<file path="src/sv/bcl_pkg.sv">
// Package for the bounded circular list: command, status, state and cell codes.
// Used by bcl_cell and bounded_circular_list; depends on nothing.
`default_nettype none
package bcl_pkg;

  typedef enum logic [2:0] {
    CMD_APPEND       = 3'd0,
    CMD_PREPEND      = 3'd1,
    CMD_INSERT_AT    = 3'd2,
    CMD_REMOVE_FIRST = 3'd3,
    CMD_REMOVE_LAST  = 3'd4,
    CMD_COUNT        = 3'd5,
    CMD_DUMP         = 3'd6
  } cmd_t;

  typedef enum logic [1:0] {
    STATUS_OK    = 2'd0,
    STATUS_EMPTY = 2'd1,
    STATUS_FULL  = 2'd2
  } status_t;

  typedef enum logic {
    ST_IDLE = 1'b0,
    ST_DUMP = 1'b1
  } state_t;

  typedef enum logic [1:0] {
    CELL_HOLD   = 2'd0,
    CELL_INSERT = 2'd1,
    CELL_SHIFT  = 2'd2,
    CELL_ROTATE = 2'd3
  } cell_op_t;

endpackage
`default_nettype wire

</file>
<file path="src/sv/bcl_cell.sv">
// One storage cell of the list chain; takes data from its neighbors or the new value.
// Depends on bcl_pkg for the cell operation codes.
`default_nettype none
module bcl_cell #(
  parameter int INDEX      = 0,
  parameter int VALUE_BITS = 32,
  parameter int CNT_BITS   = 5
) (
  input  wire logic                  clk,
  input  wire bcl_pkg::cell_op_t     op,
  input  wire logic [CNT_BITS-1:0]   slot,
  input  wire logic [VALUE_BITS-1:0] new_data,
  input  wire logic [VALUE_BITS-1:0] left_data,
  input  wire logic [VALUE_BITS-1:0] right_data,
  output logic      [VALUE_BITS-1:0] data
);
  import bcl_pkg::*;

  localparam logic [CNT_BITS-1:0] IDX = CNT_BITS'(INDEX);

  always_ff @(posedge clk) begin
    case (op)
      CELL_INSERT: begin
        if (IDX == slot) begin
          data <= new_data;
        end else if (IDX > slot) begin
          data <= left_data;
        end
      end
      CELL_SHIFT: begin
        data <= right_data;
      end
      CELL_ROTATE: begin
        if (IDX == slot) begin
          data <= new_data;
        end else if (IDX < slot) begin
          data <= right_data;
        end
      end
      default: begin
      end
    endcase
  end

endmodule
`default_nettype wire

</file>
<file path="src/sv/bounded_circular_list.sv">
// Bounded circular list: control sequencer over a chain of bcl_cell storage cells.
// Depends on bcl_pkg and bcl_cell.
// Latency: a single-result command shows its result in the cycle after its transfer.
// In the dump state a dump loads its entries into the output register one per
// cycle as the chain rotates by one cell. A stalled output holds dumps and commands.
// Throughput: one single-result command per cycle; reset clears only count and control.
`default_nettype none
module bounded_circular_list #(
  parameter int MAX_ENTRIES = 16,
  parameter int VALUE_BITS  = 32
) (
  input  wire logic        clk,
  input  wire logic        rst,
  input  wire logic        in_valid,
  output logic             in_ready,
  input  wire logic [2:0]  command,
  input  wire logic signed [31:0] value,
  input  wire logic [4:0]  position,
  output logic             out_valid,
  input  wire logic        out_ready,
  output logic signed [31:0] entry_value,
  output logic [4:0]       entry_count,
  output logic [1:0]       status,
  output logic             last
);
  import bcl_pkg::*;

  localparam int CNT_BITS = $clog2(MAX_ENTRIES + 1);
  localparam int PW       = (CNT_BITS > 5) ? CNT_BITS : 5;

  state_t                state, state_next;
  logic [CNT_BITS-1:0]   count, count_next;
  logic [CNT_BITS-1:0]   remaining, remaining_next;

  cell_op_t              cell_op;
  logic [CNT_BITS-1:0]   cell_slot;
  logic [VALUE_BITS-1:0] cell_new;
  logic [VALUE_BITS-1:0] cells [MAX_ENTRIES];

  logic                  slot_free, in_fire, full, empty, load_out;
  logic [63:0]           value_wide, head_wide;
  logic [VALUE_BITS-1:0] store_value;
  logic [PW-1:0]         pos_w, cnt_w, pos_slot, pos_clamp;
  logic [CNT_BITS-1:0]   ins_slot;
  logic [31:0]           res_value;
  status_t               res_status;
  logic                  res_last;

  assign slot_free   = !out_valid || out_ready;
  assign in_ready    = (state == ST_IDLE) && slot_free;
  assign in_fire     = in_valid && in_ready;
  assign full        = (count == CNT_BITS'(MAX_ENTRIES));
  assign empty       = (count == '0);
  assign value_wide  = {32'd0, value};
  assign store_value = value_wide[VALUE_BITS-1:0];
  assign head_wide   = 64'(cells[0]);

  always_comb begin
    pos_w     = PW'(position);
    cnt_w     = PW'(count);
    pos_slot  = (pos_w <= PW'(1)) ? '0 : pos_w - PW'(1);
    pos_clamp = (pos_slot > cnt_w) ? cnt_w : pos_slot;
    ins_slot  = pos_clamp[CNT_BITS-1:0];
  end

  for (genvar i = 0; i < MAX_ENTRIES; i++) begin : g_cell
    logic [VALUE_BITS-1:0] left_d, right_d;
    if (i == 0) begin : g_first
      assign left_d = cell_new;
    end else begin : g_mid_l
      assign left_d = cells[i-1];
    end
    if (i == MAX_ENTRIES - 1) begin : g_last
      assign right_d = cells[i];
    end else begin : g_mid_r
      assign right_d = cells[i+1];
    end
    bcl_cell #(
      .INDEX      (i),
      .VALUE_BITS (VALUE_BITS),
      .CNT_BITS   (CNT_BITS)
    ) u_cell (
      .clk        (clk),
      .op         (cell_op),
      .slot       (cell_slot),
      .new_data   (cell_new),
      .left_data  (left_d),
      .right_data (right_d),
      .data       (cells[i])
    );
  end

  always_ff @(posedge clk) begin
    if (rst) begin
      state     <= ST_IDLE;
      count     <= '0;
      remaining <= '0;
    end else begin
      state     <= state_next;
      count     <= count_next;
      remaining <= remaining_next;
    end
  end

  always_comb begin
    state_next     = state;
    count_next     = count;
    remaining_next = remaining;
    cell_op        = CELL_HOLD;
    cell_slot      = count;
    cell_new       = store_value;
    load_out       = 1'b0;
    res_value      = '0;
    res_status     = STATUS_OK;
    res_last       = 1'b1;
    case (state)
      ST_IDLE: begin
        if (in_fire) begin
          load_out = 1'b1;
          case (command)
            CMD_APPEND, CMD_PREPEND, CMD_INSERT_AT: begin
              if (full) begin
                res_status = STATUS_FULL;
              end else begin
                cell_op    = CELL_INSERT;
                count_next = count + CNT_BITS'(1);
                if (command == CMD_APPEND) begin
                  cell_slot = count;
                end else if (command == CMD_PREPEND) begin
                  cell_slot = '0;
                end else begin
                  cell_slot = ins_slot;
                end
              end
            end
            CMD_REMOVE_FIRST: begin
              if (empty) begin
                res_status = STATUS_EMPTY;
              end else begin
                cell_op    = CELL_SHIFT;
                count_next = count - CNT_BITS'(1);
              end
            end
            CMD_REMOVE_LAST: begin
              if (empty) begin
                res_status = STATUS_EMPTY;
              end else begin
                count_next = count - CNT_BITS'(1);
              end
            end
            CMD_DUMP: begin
              if (empty) begin
                res_status = STATUS_EMPTY;
              end else begin
                load_out       = 1'b0;
                state_next     = ST_DUMP;
                remaining_next = count;
              end
            end
            default: begin
            end
          endcase
        end
      end
      ST_DUMP: begin
        if (slot_free) begin
          load_out       = 1'b1;
          res_value      = head_wide[31:0];
          res_last       = (remaining == CNT_BITS'(1));
          cell_op        = CELL_ROTATE;
          cell_slot      = count - CNT_BITS'(1);
          cell_new       = cells[0];
          remaining_next = remaining - CNT_BITS'(1);
          if (remaining == CNT_BITS'(1)) begin
            state_next = ST_IDLE;
          end
        end
      end
      default: begin
        state_next = ST_IDLE;
      end
    endcase
  end

  always_ff @(posedge clk) begin
    if (rst) begin
      out_valid <= 1'b0;
    end else if (load_out) begin
      out_valid <= 1'b1;
    end else if (out_ready) begin
      out_valid <= 1'b0;
    end
  end

  always_ff @(posedge clk) begin
    if (load_out) begin
      entry_value <= res_value;
      entry_count <= 5'(count_next);
      status      <= res_status;
      last        <= res_last;
    end
  end

  assert property (@(posedge clk) disable iff (rst)
    count <= CNT_BITS'(MAX_ENTRIES))
    else $error("Entry count exceeds capacity.");

  assert property (@(posedge clk) disable iff (rst)
    state == ST_DUMP |=> count == $past(count))
    else $error("Entry count changed during a dump.");

  assert property (@(posedge clk) disable iff (rst)
    state == ST_DUMP |-> remaining != '0 && remaining <= count)
    else $error("Dump counter out of range.");

  assert property (@(posedge clk) disable iff (rst)
    out_valid && status == STATUS_FULL |-> entry_count == 5'(MAX_ENTRIES))
    else $error("Full status reported with a ring that is not full.");

  assert property (@(posedge clk) disable iff (rst)
    out_valid && status == STATUS_EMPTY |-> entry_count == 5'd0 && entry_value == 32'sd0)
    else $error("Empty status reported with entries or a value.");

endmodule
`default_nettype wire
</file>
<file path="config.mk">
export PLATFORM = sky130hd
export DESIGN_NAME = bounded_circular_list
export DESIGN_NICKNAME = d
export VERILOG_FILES = /design/src/sv/bcl_pkg.sv /design/src/sv/bcl_cell.sv /design/src/sv/bounded_circular_list.sv
export SDC_FILE = /design/constraint.sdc
export NUM_CORES = 2
export LEC_CHECK = 0
export ABC_AREA = 0
export BUFFER_PORTS_ARGS = -buffer_cell sky130_fd_sc_hd__buf_4
export CAP_MARGIN = 25
export CORE_MARGIN = 2
export CORE_UTILIZATION = 62
export CTS_CLUSTER_SIZE = 8
export DETAILED_ROUTE_END_ITERATION = 16
export GPL_TIMING_DRIVEN = 0
export PLACE_DENSITY = 0.83
export SYNTH_ARGS = -nofsm -noshare
export SYNTH_HDL_FRONTEND = slang
export SYNTH_SLANG_ARGS = --single-unit
export TNS_END_PERCENT = 1
</file>
<file path="constraint.sdc">
create_clock -name clk -period 7.2 [get_ports clk]
set_input_delay 0.36 -clock clk [delete_from_list [all_inputs] [get_ports clk]]
set_output_delay 0.36 -clock clk [all_outputs]
set_load 0.01 [all_outputs]
</file>
==> flow_summary_export.csv <==
group,metric,value,unit
yosys,post_synth.cell_area_avg,11.00,um^2
layout,syn2layout_area_growth,15.08,%
layout,postLayoutCoreUtil,0.7248,
clock_tree,cts_sinks,564,
detailed_routing,antenna_violating_nets_post_route,0,
grt,first_global_vias,25314,
floorplan,overall_die_width,219.2,um
yosys,xor_and_xnor_fraction_of_the_mapped_netlist_area,0.0006102,
yosys,synth_commonest_cells,"sky130_fd_sc_hd__edfxtp_1 (552), sky130_fd_sc_hd__nand2_1 (420), sky130_fd_sc_hd__nor2_1 (335)",
clock_tree,ctsResizeCount,0,
clock_tree,clk-insertion-delay-late,0.65,ns
setup_path,worst_r2r_path_depth,14,
setup_path,data_required_time_at_the_worst_endpoint,7.54,ns
grt,grt_start_max_net_pins,33,
timing,unrepaired_setup_endpoints_after_global_routing,"false",
power_and_ir_drop,clockPowerShare,0.420,
setup_path,timing.critical_path.cells,"inv_1 -> ha_1 -> nand3_1 -> nor2_1 -> nor3_1 -> buf_4 -> nor2_1 -> clkbuf_1 -> clkbuf_1 -> clkbuf_1 -> a21oi_1 -> a211oi_4 -> buf_8 -> buf_16",
timing,hold-worst-slack,0.06225,ns
floorplan,dieHeight,219.2,um
detailed_routing,drt_wl_total,109500,um
floorplan,die_area,48040,um^2
timing,setup_viol,0,
setup_path,regToRegSetupSlack,1.17,ns
status,outcome,"finished, final reports clean",
yosys,main_flop_type_after_synthesis,"sky130_fd_sc_hd__edfxtp_1",
setup_path,cpPeakStageDelay,0.96,ns
clock_tree,cts_buffer_depth,3,
setup_path,critical_path.reg2reg.endpoint,"g_cell[15].u_cell.data[20]",
hold_path,hold_path.class,"primary input to flop",
detailed_routing,vias,26126,
power_and_ir_drop,netSwitchingFraction,0.2597,
clock_tree,cts_setup_buffers,0,
placement,dp.final_hpwl,78770,um
yosys,synth_most_common_cell,"sky130_fd_sc_hd__edfxtp_1",
yosys,number_of_distinct_library_cells_after_synthesis,70,
power_and_ir_drop,switchingPower,0.002215,W
layout,finalNonFillerCells,3439,
timing,hold_violations,0,
layout,drive_gt1_frac,0.1388,
power_and_ir_drop,static-leakage-power,12.18,nW
power_and_ir_drop,share_comb_of_total_power,0.110,
yosys,synth_sequential_area_ratio,0.5858,
power_and_ir_drop,internal_dissipation,0.006313,W
layout,layout.area.seq,16820,um^2
grt,global_route.usage.total,0.4506,
setup_path,reg2reg_from,"cnt_w[0]",
setup_path,crit_path_frequent_cell,"sky130_fd_sc_hd__clkbuf_1",
yosys,synth_top_family_by_area,"compound AO/OA/AOI/OAI gates",
detailed_routing,post_drt_wl_per_cell,31.83,um
setup_path,setup.worst_path.end,"g_cell[15].u_cell.data[20]",
timing,worst_slew_pin_slew,1.206,ns
yosys,syn_area,28710,um^2
power_and_ir_drop,power_density_over_the_cells,258.1,nW/um^2
yosys,netlist.area_leader.share,0.5774,
detailed_routing,detailedRoute.firstPassIterationCount,9,
timing,finalMaxSlewViolations,0,
yosys,synthesis.instances,2609,
setup_path,critical_path.slowest_cell,"sky130_fd_sc_hd__clkbuf_1",
yosys,synthesized_area_fraction_occupied_by_and_or_nand_nor_cells,0.1551,
clock_tree,clock_tree_from_tritoncts,"built",
yosys,synthesis.yosys.warnings,0,
clock_tree,cts.reportedPaths.clkPinSlew,0.06,ns
placement,numPortBuffers,84,
floorplan,io_pins,86,
clock_tree,cts.htree.levels,3,
yosys,async_reset_ff_frac,0,
floorplan,floorplan.initialDensity,0.6299,
setup_path,cp-start-kind,"flop",
placement,dp.cells,3322,
timing,fin_skew,0.02376,ns
yosys,number_of_enable_flip_flop_cells_after_synthesis,552,
timing,maxClockFrequency,0.1658,GHz
detailed_routing,routed_via_density,7.597,
yosys,mappedNetlistNets,2664,
detailed_routing,detailedRoute.firstIterationViolations,4827,
power_and_ir_drop,seq_power_share,0.470,
grt,first_pass_grt_wire_length,157100,um
floorplan,rows,78,
yosys,post_synthesis_sequential_element_count,564,
clock_tree,tritoncts.num_buffers,80,
setup_path,worst_setup_path_startpoint,"cnt_w[0]",
setup_path,critical_path_arrival,6.37,ns
run,cap_violations,0,
setup_path,cp-end-kind,"flop",
timing,post-route-period-util,0.8376,
yosys,synth.area.mux_share,0.01469,
yosys,synth_largest_area_cell,"sky130_fd_sc_hd__edfxtp_1",
grt,antenna_violations_before_repair,4,
clock_tree,ctsHoldBuffers,1,
power_and_ir_drop,power,0.008528,W
clock_tree,clock_tree.root_cell,"sky130_fd_sc_hd__clkbuf_16",
floorplan,core_region_area,45580,um^2
power_and_ir_drop,vdd_ir_drop_max,0.1995,mV
setup_path,timing.setup.critical_path_class,"flop to flop",
yosys,synth_adder_area_share,0.004794,
layout,multi_input_area,10850,um^2
timing,max_slew_margin_vs_limit,0.1961,
placement,routability_congestion_estimate_from_global_placement,1.015,
layout,fillerInstances,3211,
timing,final_period_minus_worst_setup_slack,6.031,ns
setup_path,largest_fanout_on_the_critical_path,16,
detailed_routing,drcViolationCount,0,
grt,grt.overflow.total,0,
yosys,synth_compound_gate_area_share,0.1961,
yosys,post_synth_main_area_contributors,"sky130_fd_sc_hd__edfxtp_1 (58%), sky130_fd_sc_hd__a221o_1 (7.1%), sky130_fd_sc_hd__nand2_1 (5.5%), sky130_fd_sc_hd__nor2_1 (4.4%), sky130_fd_sc_hd__o221a_2 (2.5%)",
layout,finalNetCount,2864,
==> sequential cells by signal, summed over array words and instances (netlist names) <==
signal / count
entry_value: 32
state: 1
entry_count: 5
remaining: 5
out_valid: 1
last: 1
status: 2
g_cell.u_cell.data: 512
cnt_w: 5
==> power groups by stage <==
stage	sequential (W)	combinational (W)	clock, W
floorplan	0.00402	0.000530	0
global placement	0.00408	0.000801	0
detailed placement	0.00406	0.000892	0
CTS	0.00400	0.000901	0.00353
global route	0.00401	0.000978	0.00366
finish	0.00401	0.000939	0.00358
==> layout make-up <==
| class | count | area share |
|---|---|---|
| flip-flops and latches | 564 | 0.5091 |
| multi-input cells | 1767 | 0.3285 |
| clock buffers | 105 | 0.06473 |
| repair buffers | 118 | 0.03439 |
| plain buffers | 212 | 0.02981 |
| well taps | 600 | 0.02273 |
| inverters | 66 | 0.007499 |
| clock inverters | 6 | 0.003219 |
| diodes | 1 | 0.00007575 |
==> routing by layer <==
metal / routed length [um] / vias to the layer above / global-route usage
met2: 47320 / 2739 / 0.6647
met5: 103 / - / 0.008333
met3: 16430 / 579 / 0.1319
li1: - / 10410 / -
met1: 37170 / 12388 / 0.5770
met4: 8440 / 10 / 0.3052
==> worst min-delay path by stage <==
stage / startpoint / endpoint / cells after the start
after floorplan: rst / cnt_w[0] / 1
after global placement: remaining[4] / remaining[4] / 2
after detailed placement: remaining[1] / remaining[1] / 2
after CTS: in_valid / out_valid / 3
after global routing: in_valid / out_valid / 3
final: in_valid / out_valid / 3
==> placed cells by master (no fill, tap or decap), types with 37 or more instances in the layout <==
cell	netlist	final
sky130_fd_sc_hd__a211oi_1	75	72
sky130_fd_sc_hd__a21oi_1	124	117
sky130_fd_sc_hd__a221o_1	204	204
sky130_fd_sc_hd__buf_2	58	58
sky130_fd_sc_hd__buf_4	7	102
sky130_fd_sc_hd__clkbuf_1	124	147
sky130_fd_sc_hd__clkbuf_16	0	82
sky130_fd_sc_hd__edfxtp_1	552	552
sky130_fd_sc_hd__inv_1	64	64
sky130_fd_sc_hd__nand2_1	420	419
sky130_fd_sc_hd__nand3_1	88	88
sky130_fd_sc_hd__nor2_1	335	333
sky130_fd_sc_hd__nor3_1	62	62
sky130_fd_sc_hd__o211ai_1	68	68
sky130_fd_sc_hd__o221a_2	63	63
sky130_fd_sc_hd__or3_1	37	37
==> cell families after synthesis <==
logic type / count (synthesis)
flops: 564
xor+xnor: 2
buf+inv: 278
fa+ha+maj: 11
simple gates: 1031
mux: 38
compound gates: 685
==> per-stage QoR <==
step | setup TNS (ns) | setup WS [ns] | area (um^2)
global placement | -308.81 | -2.071 | 30090
floorplan | 0 | 0.6962 | 28710
finish | 0 | 1.169 | 33030
global route | 0 | 1.127 | 33030
detailed placement | 0 | 1.137 | 30740
CTS | 0 | 1.524 | 32990
==> worst max-delay path, delay by kind of cell, from the launching register on <==
family / cells / cell delay (ns)
buffers and inverters: 7 / 3.12
adders and majority gates: 1 / 0.33
DFF: 1 / 0.43
AOI/OAI and AO/OA: 2 / 0.59
and+or+nand+nor: 4 / 1.23
Power figures use the tool's default switching activity.
